File: src/rtl/rgbled_pkg.sv
// Shared types, register codes and widths.
package rgbled_pkg;

	localparam int PHASE_TABLE_SIZE = 256;
	localparam int PHASE_BITS       = $clog2(PHASE_TABLE_SIZE);

	localparam int ADV_W   = 10;
	localparam int TIME_W  = 32;
	localparam int DIVR_W  = 16;
	localparam int CHAN_W  = 8;
	localparam int COLOR_W = 24;
	localparam int ENTRY_W = 9;
	localparam int CFG_IDX_W  = 3;
	localparam int CFG_DATA_W = 24;
	localparam int CNT_W   = $clog2(TIME_W);

	// register indexes
	localparam logic [CFG_IDX_W-1:0] REG_MODE          = 3'd0;
	localparam logic [CFG_IDX_W-1:0] REG_COLOR         = 3'd1;
	localparam logic [CFG_IDX_W-1:0] REG_BLINK_HALF    = 3'd2;
	localparam logic [CFG_IDX_W-1:0] REG_BLINK_COUNT   = 3'd3;
	localparam logic [CFG_IDX_W-1:0] REG_BREATH_PERIOD = 3'd4;
	localparam logic [CFG_IDX_W-1:0] REG_RESTORE_COLOR = 3'd5;

	typedef enum logic [1:0] {
		MODE_OFF    = 2'd0,
		MODE_SOLID  = 2'd1,
		MODE_BLINK  = 2'd2,
		MODE_BREATH = 2'd3
	} mode_t;

	typedef enum logic [2:0] {
		ST_IDLE,
		ST_DIV,
		ST_PHASE,
		ST_LOOKUP,
		ST_FINISH
	} state_t;

	// divider controls: load operands, take one step, shift zeros into the remainder
	typedef struct packed {
		logic load;
		logic step;
		logic zero_in;
	} div_ctl_t;

endpackage

File: src/rtl/rgbled_tick_if.sv
// Tick channel: valid/ready handshake with the elapsed milliseconds.
interface rgbled_tick_if;
	import rgbled_pkg::*;

	logic             valid;
	logic             ready;
	logic [ADV_W-1:0] advance_ms;

	modport source (output valid, output advance_ms, input ready);
	modport sink (input valid, input advance_ms, output ready);
endinterface

File: src/rtl/rgbled_color_if.sv
// Colour channel: valid/ready handshake with the LED drive levels.
interface rgbled_color_if;
	import rgbled_pkg::*;

	logic              valid;
	logic              ready;
	logic [CHAN_W-1:0] red;
	logic [CHAN_W-1:0] green;
	logic [CHAN_W-1:0] blue;
	logic              blink_done;

	modport source (output valid, output red, output green, output blue, output blink_done,
		input ready);
	modport sink (input valid, input red, input green, input blue, input blink_done,
		output ready);
endinterface

File: src/rtl/rgbled_div.sv
// Restoring divider, one quotient bit per step, dividend shifted out as quotient shifts in.
module rgbled_div (
	input  logic                           clk,
	input  rgbled_pkg::div_ctl_t           ctl,
	input  logic [rgbled_pkg::TIME_W-1:0]  dividend,
	input  logic [rgbled_pkg::DIVR_W-1:0]  divisor,
	output logic [rgbled_pkg::TIME_W-1:0]  quotient
);
	import rgbled_pkg::*;

	logic [TIME_W-1:0] dvd_q;
	logic [DIVR_W-1:0] rem_q;
	logic [DIVR_W-1:0] dsr_q;
	logic [DIVR_W:0]   trial;
	logic [DIVR_W:0]   diff;
	logic              qbit;

	always_comb begin
		// a step past the dividend's bits keeps long division going with zeros
		trial = {rem_q, (ctl.zero_in ? 1'b0 : dvd_q[TIME_W-1])};
		diff  = trial - {1'b0, dsr_q};
		qbit  = (trial >= {1'b0, dsr_q});
	end

	always_ff @(posedge clk) begin
		if (ctl.load) begin
			dvd_q <= dividend;
			rem_q <= '0;
			dsr_q <= divisor;
		end else if (ctl.step) begin
			dvd_q <= {dvd_q[TIME_W-2:0], qbit};
			rem_q <= qbit ? diff[DIVR_W-1:0] : trial[DIVR_W-1:0];
		end
	end

	assign quotient = dvd_q;

endmodule

File: src/rtl/rgb_led_blink_breathe_pattern.sv
// Top level of the RGB LED blink and breathing pattern generator.
// Each tick transfer adds advance_ms to a saturating millisecond counter and produces one colour
// transfer. Off and solid show the colour register; blink alternates colour and black every
// blink_half_ms and, with a nonzero blink_count, switches to restore_color with blink_done set
// after that many flashes; breathing scales the colour by 0.3+0.7*(0.5-0.5cos) from a 256-entry
// table. A write to any of the six registers clears the counter and the done flag; writes to
// other indexes are ignored. All divisions go through one shared restoring divider that yields
// one bit a cycle. In off and solid an item goes straight from idle to the finish state; blink
// takes 32 divider steps for elapsed/half, and breathing takes 32 steps for elapsed mod period,
// 8 more for the table index and one table read. The block takes no tick while busy; a finished
// colour sits in an output register so the next tick can be taken while it waits.
module rgb_led_blink_breathe_pattern (
	input  logic                                clk,
	input  logic                                arst_n,
	input  logic                                cfg_we,
	input  logic [rgbled_pkg::CFG_IDX_W-1:0]    cfg_idx,
	input  logic [rgbled_pkg::CFG_DATA_W-1:0]   cfg_wdata,
	rgbled_tick_if.sink                         tick,
	rgbled_color_if.source                      led
);
	import rgbled_pkg::*;

	// configuration
	mode_t              mode_q;
	logic [COLOR_W-1:0] color_q;
	logic [DIVR_W-1:0]  blink_half_q;
	logic [7:0]         blink_count_q;
	logic [DIVR_W-1:0]  breath_period_q;
	logic [COLOR_W-1:0] restore_color_q;
	logic               cfg_hit;

	// sequencer and pattern state
	state_t             state_q, state_d;
	logic [CNT_W-1:0]   cnt_q, cnt_d;
	logic [TIME_W-1:0]  elapsed_q;
	logic               finished_q;
	logic [ENTRY_W-1:0] entry_q;

	// output register
	logic               out_valid_q;
	logic [CHAN_W-1:0]  red_q, green_q, blue_q;
	logic               done_q;

	logic               tick_xfer;
	logic               out_load;
	logic [TIME_W:0]    sum;
	logic [TIME_W-1:0]  elapsed_next;
	logic [DIVR_W-1:0]  divisor;
	div_ctl_t           div_ctl;
	logic [TIME_W-1:0]  quotient;

	logic               fin_next;
	logic [CHAN_W-1:0]  red_d, green_d, blue_d;
	logic [CHAN_W+ENTRY_W-1:0] prod_r, prod_g, prod_b;

	// breathing gain table, Q1.8
	logic [ENTRY_W-1:0] breath_tbl [PHASE_TABLE_SIZE];

	// 0.3 + 0.7*sin^2, sine from the Bhaskara approximation in Q16, rounded half up
	for (genvar k = 0; k < PHASE_TABLE_SIZE; k++) begin : g_breath
		localparam longint unsigned S     = 64'(PHASE_TABLE_SIZE);
		localparam longint unsigned P     = 64'(k) * (S - 64'(k));
		localparam longint unsigned DEN   = 64'd5 * S * S - 64'd4 * P;
		localparam longint unsigned S16   = ((64'd16 * P) << 16) / DEN;
		localparam longint unsigned NUM   = 64'd256 * (64'd3 * (64'd1 << 32) + 64'd7 * S16 * S16);
		localparam longint unsigned D     = 64'd10 << 32;
		localparam longint unsigned ENTRY = (64'd2 * NUM + D) / (64'd2 * D);
		assign breath_tbl[k] = ENTRY_W'(ENTRY);
	end

	assign cfg_hit = cfg_we && (cfg_idx <= REG_RESTORE_COLOR);

	// saturating time update
	always_comb begin
		sum          = {1'b0, elapsed_q} + (TIME_W+1)'(tick.advance_ms);
		elapsed_next = sum[TIME_W] ? '1 : sum[TIME_W-1:0];
	end

	// zero half or period behaves as one
	always_comb begin
		if (mode_q == MODE_BLINK)
			divisor = (blink_half_q == '0) ? DIVR_W'(1) : blink_half_q;
		else
			divisor = (breath_period_q == '0) ? DIVR_W'(1) : breath_period_q;
	end

	rgbled_div u_div (
		.clk      (clk),
		.ctl      (div_ctl),
		.dividend (elapsed_next),
		.divisor  (divisor),
		.quotient (quotient)
	);

	// sequencer
	always_comb begin
		state_d    = state_q;
		cnt_d      = cnt_q;
		div_ctl    = '0;
		tick.ready = 1'b0;
		out_load   = 1'b0;
		unique case (state_q)
			ST_IDLE: begin
				tick.ready = 1'b1;
				if (tick.valid) begin
					div_ctl.load = 1'b1;
					if (mode_q == MODE_BLINK || mode_q == MODE_BREATH) begin
						state_d = ST_DIV;
						cnt_d   = CNT_W'(TIME_W - 1);
					end else begin
						state_d = ST_FINISH;
					end
				end
			end
			ST_DIV: begin
				div_ctl.step = 1'b1;
				if (cnt_q == '0) begin
					if (mode_q == MODE_BREATH) begin
						state_d = ST_PHASE;
						cnt_d   = CNT_W'(PHASE_BITS - 1);
					end else begin
						state_d = ST_FINISH;
					end
				end else begin
					cnt_d = cnt_q - 1'b1;
				end
			end
			ST_PHASE: begin
				// remainder from the first pass times 2^PHASE_BITS over the period
				div_ctl.step    = 1'b1;
				div_ctl.zero_in = 1'b1;
				if (cnt_q == '0)
					state_d = ST_LOOKUP;
				else
					cnt_d = cnt_q - 1'b1;
			end
			ST_LOOKUP: begin
				state_d = ST_FINISH;
			end
			ST_FINISH: begin
				if (!out_valid_q || led.ready) begin
					out_load = 1'b1;
					state_d  = ST_IDLE;
				end
			end
			default: begin
				state_d = ST_IDLE;
			end
		endcase
	end

	assign tick_xfer = tick.valid && tick.ready;

	// colour of the finished item
	always_comb begin
		prod_r = (CHAN_W+ENTRY_W)'(color_q[23:16]) * (CHAN_W+ENTRY_W)'(entry_q);
		prod_g = (CHAN_W+ENTRY_W)'(color_q[15:8]) * (CHAN_W+ENTRY_W)'(entry_q);
		prod_b = (CHAN_W+ENTRY_W)'(color_q[7:0]) * (CHAN_W+ENTRY_W)'(entry_q);

		// flash count reached once the half count passes twice the count
		fin_next = finished_q || (mode_q == MODE_BLINK && blink_count_q != '0 &&
			quotient >= TIME_W'({blink_count_q, 1'b0}));

		red_d   = color_q[23:16];
		green_d = color_q[15:8];
		blue_d  = color_q[7:0];
		unique case (mode_q)
			MODE_BLINK: begin
				if (quotient[0]) begin
					red_d   = '0;
					green_d = '0;
					blue_d  = '0;
				end
			end
			MODE_BREATH: begin
				red_d   = prod_r[CHAN_W+7:8];
				green_d = prod_g[CHAN_W+7:8];
				blue_d  = prod_b[CHAN_W+7:8];
			end
			default: begin
			end
		endcase
		if (fin_next) begin
			red_d   = restore_color_q[23:16];
			green_d = restore_color_q[15:8];
			blue_d  = restore_color_q[7:0];
		end
	end

	always_ff @(posedge clk or negedge arst_n) begin
		if (!arst_n) begin
			state_q         <= ST_IDLE;
			cnt_q           <= '0;
			elapsed_q       <= '0;
			finished_q      <= 1'b0;
			out_valid_q     <= 1'b0;
			mode_q          <= MODE_OFF;
			color_q         <= '0;
			blink_half_q    <= DIVR_W'(500);
			blink_count_q   <= '0;
			breath_period_q <= DIVR_W'(2000);
			restore_color_q <= '0;
		end else begin
			state_q <= state_d;
			cnt_q   <= cnt_d;

			if (out_load)
				out_valid_q <= 1'b1;
			else if (led.ready)
				out_valid_q <= 1'b0;

			if (cfg_hit) begin
				elapsed_q  <= '0;
				finished_q <= 1'b0;
			end else begin
				if (tick_xfer)
					elapsed_q <= elapsed_next;
				if (out_load)
					finished_q <= fin_next;
			end

			if (cfg_we) begin
				unique case (cfg_idx)
					REG_MODE:          mode_q          <= mode_t'(cfg_wdata[1:0]);
					REG_COLOR:         color_q         <= cfg_wdata[COLOR_W-1:0];
					REG_BLINK_HALF:    blink_half_q    <= cfg_wdata[DIVR_W-1:0];
					REG_BLINK_COUNT:   blink_count_q   <= cfg_wdata[7:0];
					REG_BREATH_PERIOD: breath_period_q <= cfg_wdata[DIVR_W-1:0];
					REG_RESTORE_COLOR: restore_color_q <= cfg_wdata[COLOR_W-1:0];
					default: begin
					end
				endcase
			end
		end
	end

	// payload registers
	always_ff @(posedge clk) begin
		if (state_q == ST_LOOKUP)
			entry_q <= breath_tbl[quotient[PHASE_BITS-1:0]];
		if (out_load) begin
			red_q   <= red_d;
			green_q <= green_d;
			blue_q  <= blue_d;
			done_q  <= fin_next;
		end
	end

	assign led.valid      = out_valid_q;
	assign led.red        = red_q;
	assign led.green      = green_q;
	assign led.blue       = blue_q;
	assign led.blink_done = done_q;

endmodule

File: src/flat_wrapper.sv
// flat-port wrapper written by rule: the top's interface ports become plain ports
module rgb_led_blink_breathe_pattern_flat import rgbled_pkg::*;
  (clk, arst_n, cfg_we, cfg_idx, cfg_wdata, tick_valid, tick_advance_ms, tick_ready, led_valid, led_red, led_green, led_blue, led_blink_done, led_ready);
  rgbled_tick_if tick_i ();
  rgbled_color_if led_i ();
  input  logic clk;
  input  logic arst_n;
  input  logic cfg_we;
  input  logic [rgbled_pkg::CFG_IDX_W-1:0] cfg_idx;
  input  logic [rgbled_pkg::CFG_DATA_W-1:0] cfg_wdata;
  input wire logic [$bits(tick_i.valid)-1:0] tick_valid;
  input wire logic [$bits(tick_i.advance_ms)-1:0] tick_advance_ms;
  output wire logic [$bits(tick_i.ready)-1:0] tick_ready;
  output wire logic [$bits(led_i.valid)-1:0] led_valid;
  output wire logic [$bits(led_i.red)-1:0] led_red;
  output wire logic [$bits(led_i.green)-1:0] led_green;
  output wire logic [$bits(led_i.blue)-1:0] led_blue;
  output wire logic [$bits(led_i.blink_done)-1:0] led_blink_done;
  input wire logic [$bits(led_i.ready)-1:0] led_ready;
  assign tick_i.valid = tick_valid;
  assign tick_i.advance_ms = tick_advance_ms;
  assign tick_ready = tick_i.ready;
  assign led_valid = led_i.valid;
  assign led_red = led_i.red;
  assign led_green = led_i.green;
  assign led_blue = led_i.blue;
  assign led_blink_done = led_i.blink_done;
  assign led_i.ready = led_ready;
  rgb_led_blink_breathe_pattern u_core (.clk(clk), .arst_n(arst_n), .cfg_we(cfg_we), .cfg_idx(cfg_idx), .cfg_wdata(cfg_wdata), .tick(tick_i), .led(led_i));
endmodule
File: config.mk
export PLATFORM = sky130hd
export DESIGN_NAME = rgb_led_blink_breathe_pattern_flat
export DESIGN_NICKNAME = d
export VERILOG_FILES = /design/src/rtl/rgbled_pkg.sv /design/src/rtl/rgbled_tick_if.sv /design/src/rtl/rgbled_color_if.sv /design/src/rtl/rgbled_div.sv /design/src/rtl/rgb_led_blink_breathe_pattern.sv /design/src/flat_wrapper.sv
export SDC_FILE = /design/constraint.sdc
export NUM_CORES = 1
export LEC_CHECK = 0
export BUFFER_PORTS_ARGS = -buffer_cell sky130_fd_sc_hd__buf_2
export CORE_UTILIZATION = 58
export DETAILED_ROUTE_END_ITERATION = 7
export MAX_ROUTING_LAYER = met4
export PLACE_DENSITY_LB_ADDON = 0.25
export SETUP_SLACK_MARGIN = 0.1
export SLEW_MARGIN = 20
export SYNTH_ARGS = -nofsm -noshare
export SYNTH_HDL_FRONTEND = slang
export SYNTH_SLANG_ARGS = --single-unit
File: constraint.sdc
create_clock -name clk -period 5.1 [get_ports clk]
set_input_delay 1.02 -clock clk [delete_from_list [all_inputs] [get_ports clk]]
set_output_delay 1.02 -clock clk [all_outputs]
set_load 0.1 [all_outputs]
==> impl_metrics.tcl, run 1 <==
set metrics [dict create \
    clk_path_buf_depth 3 \
    cap_violations 0 \
    grt_usage 0.2937 \
    path_common_cell "fa_1" \
    fin_crit_sh 0.9661 \
    vias 15890 \
    nets 2487 \
    wl_per_cell_um 18.72 \
    numCtsBuffers 26 \
    ios 69 \
    cpMaxStageDelayCell "fa_1" \
    synth_area_um2 19820 \
    fillers 2675 \
    area_delta_synth_final_pct 10.53 \
    worstPathMaxFanout 12 \
    synth_edf_count 82 \
    viasPerCell 6.009 \
    end_kind "register" \
    min_period_ns 4.927 \
    die_w_um 186.9 \
    clk_pin_slew_ns 0.06 \
    fmax_ghz 0.2030 \
    status "finished, final reports clean" \
    drive_above_1_share 0.1587 \
    start_kind "register" \
    setup_violations 0 \
    overflow 0 \
    max_stage_delay_ns 0.55 \
    tightest_slew_ns 1.101 \
    rsz0062_at_grt "false" \
    die_y_um 186.9 \
    dp_cells 2579 \
    ys_types 74 \
    cp_top_family "adder cells" \
    clk_latency_ns 0.56 \
    detail_route.wirelength_mm 49.50 \
    power_density_nw_per_um2 639.5 \
    drc 0 \
    required_ns 5.52 \
    synth_ff_type "dfrtp_1" \
    port_buffers 68 \
    syn_nets 2457 \
    crit_buf_inv 5 \
    synth-adder-area-share 0.2179 \
    hp-class "input pin to asynchronous set/reset pin" \
    place_congestion 0.9424 \
    ir_worst_vdd_v 0.0004974 \
    ys_ff_latch 230 \
    relSlewSlack 0.2630 \
    initial_core_util 0.5896 \
    crit_chain "buf_4, clkbuf_16, and2_1, fa_2, fa_1, inv_1, fa_1, inv_1, fa_1, ha_1, a2111oi_4, o21a_1, buf_4, o31ai_4, a41o_1, o22ai_1, or4_1, nand4_1" \
    async_reset_ff_frac 0.5739 \
    clockRootBuffer "clkbuf_16" \
    clkSinkCount 230 \
    leakagePower_nw 9.749 \
    die_area_um2 34910 \
    synthSimpleGateAreaFrac 0.1720 \
    ant_nets 0 \
    num_rows 67 \
    final_hold_viol_count 0 \
    yosys_warnings 0 \
    htreeDepth 1 \
    postCtsHoldBufs 0 \
    clock_skew_ns 0.01608 \
    synth_xor_area_frac 0.02298 \
    first_pass_iters 5 \
    post-dp-hpwl_mm 34.87 \
    grt_pass1_wl_mm 81.20 \
    synth.area.mux_share 0.07090 \
    crit_type "register to register" \
    antenna_found_initial 3 \
    hold_slack_ns 0.3951 \
    final_cells 2644 \
    core_um2 33620 \
    yosysSeqAreaShare 0.3078 \
    syn_area_per_cell_um2 9.248 \
    synth_top_family_by_area "adder cells" \
    drv_slew 0 \
    postSynthCellCount 2143 \
    drt_iter0_drc 1319 \
    tritoncts "yes" \
    synth_compound_area_frac 0.1441 \
    critical_path_arrival_ns 5.35 \
    fin_tns_setup_ns 0 \
    grt_max_degree 106 \
    first_global_vias 16070 \
]
[cell usage in the layout, fill, tap and decap left out, drive strengths merged, types with 110 or more instances in the layout]
master / instances
a21oi: 119
and2: 171
buf: 131
dfrtp: 120
fa: 122
ha: 150
inv: 210
nand2: 192
nor2: 141
o21ai: 110
[cell families after synthesis]
logic type               after synthesis
flip-flops                           230
XOR/XNOR                              52
adder cells (fa/ha/maj)              272
AO/OA/AOI/OAI                        445
multiplexers                         123
AND/OR/NAND/NOR                      682
buffers and inverters                339
[per-stage QoR]
stage | total power (W) | setup WS (ns) | instance area (µm²) | util
6_report | 0.01401 | 0.1731 | 21910 | 0.6517
5_1_grt | 0.01526 | 0.04858 | 21910 | 0.6517
4_1_cts | 0.01354 | 0.1177 | 21550 | 0.6410
3_5_place_dp | 0.01150 | 0.03840 | 20650 | 0.6142
3_3_place_gp | 0.01127 | 0.1787 | 20650 | 0.6142
2_1_floorplan | 0.009582 | 0.1254 | 19820 | -
[where the power goes]
part | internal [W] | switching [W]
logic | 0.00353 | 0.00537
clock network | 0.00115 | 0.000788
registers | 0.00266 | 0.000510
[cells in the mapped netlist, types with 7 or more instances]
library cell	instances	area (µm²)
a22oi_1	15	112.6
o211ai_1	12	90.09
nor3_1	21	105.1
and2_1	171	1070
nand2_1	192	720.7
ha_1	150	1877
or3_1	7	43.79
dfstp_2	12	315.3
fa_1	122	2442
nor2_1	140	525.5
clkbuf_1	116	435.4
inv_1	207	777.0
edfxtp_1	82	2462
a31oi_1	35	219.0
buf_1	14	52.55
o21a_1	29	217.7
dfrtp_1	120	3003
nand2b_1	16	100.1
nand3_1	42	210.2
a311oi_1	15	131.4
a21oi_1	119	595.6
dfxtp_1	16	320.3
and3_1	12	75.07
a21o_1	14	105.1
nand4_1	19	118.9
nor4_1	20	125.1
o22ai_1	7	43.79
o221ai_1	8	70.07
mux2_2	109	1227
nor2b_1	11	68.82
mux2i_1	11	110.1
o31ai_1	7	52.55
a211oi_1	20	150.1
xor2_1	16	140.1
xnor2_1	36	315.3
o21ai_0	108	540.5
[layer usage]
layer  global-route usage  up-vias  routed length [µm]
met5                    -        -                   0
met4              0.09426        0                1518
met3              0.04503      103                3136
met2               0.4724      506               23540
met1               0.3822     7796               21300
li1                     -     7483                   -
[flip-flops by register name, summed over array words and instances, names as in the netlist, 5 cells and up]
signal / count
u_core.cnt_q: 5
u_core.entry_q: 9
u_core.u_div.dsr_q: 16
u_core.u_div.quotient: 32
u_core.blink_count_q: 8
u_core.led.blue: 8
u_core.elapsed_q: 32
u_core.led.green: 8
u_core.breath_period_q: 16
u_core.blink_half_q: 16
u_core.led.red: 8
u_core.u_div.rem_q: 16
u_core.restore_color_q: 24
u_core.color_q: 24
[timing repair]
| item | in CTS | in global routing |
|---|---|---|
| gates cloned | 0 | 1 |
| resized for setup | 2 | 46 |
| setup buffers | 1 | 11 |
| pin swaps | 0 | 18 |
| setup endpoints to repair | 5 | 15 |
[layout make-up]
type                            count  area, µm²  area share
Antenna cell                        3      7.507   0.0003427
Tap cell                          448      560.5     0.02559
Clock buffer                       35      724.4     0.03307
Inverter                          208      780.7     0.03564
Sequential cell                   230       6102      0.2786
Multi-Input combinational cell   1574      12670      0.5782
Clock inverter                     13      160.2    0.007311
Timing Repair Buffer              133      904.6     0.04130
[worst paths after layout]
check / to / startpoint / slack, ns / depth (start not counted)
setup / recovery: u_core.led.blue[7] / u_core.entry_q[2] / 0.17 / 18
hold / removal: u_core.cnt_q[1] / arst_n / 0.40 / 1
min in group clk: u_core.u_div.rem_q[3] / u_core.u_div.rem_q[2] / 0.50 / 2
max in group asynchronous: u_core.blink_half_q[4] / arst_n / 3.55 / 3
setup reg to reg: u_core.led.blue[7] / u_core.entry_q[2] / 0.17 / 18
hold reg to reg: u_core.u_div.rem_q[3] / u_core.u_div.rem_q[2] / 0.50 / 2
Power figures use the tool's default switching activity.
==> run 2: changes to the inputs <==
--- a/config.mk
+++ b/config.mk
@@ -5,6 +5,7 @@
 export SDC_FILE = /design/constraint.sdc
 export NUM_CORES = 1
 export LEC_CHECK = 0
+export ABC_AREA = 1
 export BUFFER_PORTS_ARGS = -buffer_cell sky130_fd_sc_hd__buf_2
 export CORE_UTILIZATION = 58
 export DETAILED_ROUTE_END_ITERATION = 7
==> run 2 against run 1 <==
Setup slack improved by 0.13 ns. Clock skew rose by 0.0026 ns. Clock power rose by 3%. Via count rose by 26%. Utilization fell by 1.7 points. Hold slack improved by 0.086 ns. Die area rose by 9.1%. Fmax rose by 2.7%. Sequential power fell by 3%.
==> impl_metrics.tcl, run 2 <==
set metrics [dict create \
    clkSinkCount 230 \
    synthTopCellsByArea "nand2_1, dfrtp_1, edfxtp_1" \
    mostFrequentLayoutCells "nand2_1, inv_1, o21ai_0" \
    ys_ff_latch 230 \
    insertedDiodeCount 0 \
    clockRootBuffer "clkbuf_16" \
    layout_commonest_cell "nand2_1" \
    antenna_found_initial 0 \
    die_y_um 195.2 \
    synth_ff_type "dfrtp_1" \
    viasPerCell 5.547 \
    power_density_nw_per_um2 571.5 \
    wl_per_cell_um 16.83 \
    critical_path_arrival_ns 5.11 \
    vias 20080 \
    worstPathMaxFanout 12 \
    first_pass_iters 6 \
    num_rows 70 \
    hold_path_startpoint "u_core.u_div.rem_q[14]" \
    drt_iter0_drc 1675 \
    end_kind "register" \
    yosys-top-cells-count "nand2_1, inv_1, o21ai_0, nand3_1, nor2_1" \
    leakagePower_nw 13.18 \
    crit_type "register to register" \
    yosys_warnings 0 \
    hp-class "register to register" \
    area_delta_synth_final_pct 7.628 \
    yosysMostFrequentCell "nand2_1" \
    relSlewSlack 0.2921 \
    grt_max_degree 101 \
    clock_skew_ns 0.01870 \
    clk_latency_ns 0.55 \
    clk_pin_slew_ns 0.07 \
    reg2reg_to "u_core.led.red[4]" \
    tritoncts "yes" \
    hold_path_depth 2 \
    start_kind "register" \
    fin_area_um2 23300 \
    rsz0062_at_grt "false" \
    syn_nets 3424 \
    nets 3446 \
    cap_violations 0 \
    post-dp-hpwl_mm 46.00 \
    postSynthCellCount 3110 \
    grt_usage 0.3392 \
    overflow 0 \
    ys_types 55 \
    core_um2 36700 \
    yosysSeqAreaShare 0.2818 \
    die_w_um 195.2 \
    detail_route.wirelength_mm 60.94 \
    place_congestion 0.9867 \
    port_buffers 68 \
    status "finished, final reports clean" \
    first_global_vias 19880 \
    ios 69 \
    grt_pass1_wl_mm 100.8 \
    syn_area_per_cell_um2 6.962 \
    async_reset_ff_frac 0.5739 \
    synth_area_um2 21650 \
    rrSetupSlack_ns 0.30 \
    ctsResizeCount 0 \
    htreeDepth 1 \
    min_to "u_core.u_div.rem_q[14]" \
    synth.largest_area_cell "nand2_1" \
    ir_worst_vdd_v 0.0003940 \
    fin_crit_sh 0.9404 \
    setup_violations 0 \
    drive_above_1_share 0.07104 \
    netlist.area_leader.share 0.1727 \
    fillers 3386 \
    fin_tns_setup_ns 0 \
    drv_slew 0 \
    drc 0 \
    numCtsBuffers 27 \
    synth_edf_count 82 \
    initial_core_util 0.5900 \
    ant_nets 0 \
    worstRegToRegCells 20 \
    final_hold_viol_count 0 \
    die_area_um2 38110 \
    clk_path_buf_depth 3 \
    required_ns 5.41 \
    place_area_um2 22270 \
    min_period_ns 4.796 \
    r2r_start "u_core.color_q[22]" \
    tightest_slew_ns 1.059 \
    fmax_ghz 0.2085 \
]
==> run 2: layout make-up <==
| cell class | count | area [µm²] | area share |
|---|---|---|---|
| multi-input cells | 2148 | 12700 | 0.5452 |
| flip-flops and latches | 230 | 6101 | 0.2618 |
| inverters | 617 | 2317 | 0.09944 |
| clock buffers | 30 | 706.9 | 0.03034 |
| repair buffers | 108 | 684.4 | 0.02937 |
| well taps | 468 | 585.6 | 0.02513 |
| clock inverters | 20 | 203.9 | 0.008752 |
==> run 2: repair_timing <==
| item | in CTS | in global routing |
|---|---|---|
| endpoints found under the hold margin | 0 | 0 |
| setup buffers | 0 | 11 |
| hold buffers | 0 | 0 |
| setup endpoints to repair | 0 | 5 |
==> run 2: how the worst max path moves through the flow <==
stage	startpoint	endpoint	slack, ns
finish	u_core.color_q[22]	u_core.led.red[4]	0.30
global route	u_core.color_q[22]	u_core.led.red[4]	0.1
CTS	u_core.entry_q[5]	u_core.led.red[4]	0.23
detailed placement	u_core.entry_q[5]	u_core.led.red[4]	0.27
global placement	u_core.entry_q[5]	u_core.led.red[4]	0.38
floorplan	u_core.entry_q[1]	u_core.led.green[7]	0.73
==> run 2: through the flow <==
step	cells	util	hold slack (ns)	setup slack (ns)	total power, W
after floorplan	3110	-	0.4400	0.7335	0.009201
after global placement	3560	0.6066	0.4612	0.3838	0.01105
after detailed placement	3560	0.6069	0.4672	0.2722	0.01121
after CTS	3610	0.6317	0.4784	0.2349	0.01326
after global routing	3621	0.6350	0.5074	0.09675	0.01457
final	3621	0.6350	0.4808	0.3042	0.01332
==> run 2: power breakdown <==
part           internal (W)  total (W)  switching, W
logic               0.00258    0.00823       0.00566
registers           0.00261    0.00309      0.000483
clock network       0.00112    0.00199      0.000867
==> run 2: cell families (layout without fill, tap and decap cells) <==
family | after synthesis | count (layout) | share of synthesized area
AND/OR/NAND/NOR | 1482 | 1482 | 0.2834
buffers and inverters | 732 | 775 | 0.1324
AO/OA/AOI/OAI | 365 | 365 | 0.09113
adder cells (fa/ha/maj) | 272 | 272 | 0.1995
flip-flops | 230 | 230 | 0.2818
XOR/XNOR | 29 | 29 | 0.01173
==> run 2: layer usage <==
| layer | GRT usage | vias up | routed length [µm] | share of wire |
|---|---|---|---|---|
| li1 | - | 9697 | - | - |
| met1 | 0.4435 | 9462 | 26340 | 0.43 |
| met2 | 0.5384 | 773 | 27590 | 0.45 |
| met3 | 0.03869 | 152 | 4272 | 0.070 |
| met4 | 0.1388 | 0 | 2734 | 0.045 |
| met5 | - | - | 0 | 0 |
==> run 2: worst max-delay path, stage by stage (launching register included) <==
cell and delay [ns]:
dfrtp_1 0.68, nand2_1 0.11, inv_1 0.09, fa_1 0.44, fa_1 0.53, fa_1 0.56
inv_1 0.06, fa_1 0.53, inv_1 0.04, ha_1 0.37, nand2_1 0.11, nor2_1 0.16
nand2_1 0.08, nor2_1 0.14, inv_1 0.07, nand3_1 0.07, nand2_1 0.06, nand3_1 0.16
nand3_1 0.12, nand2_1 0.08, nand2_1 0.06
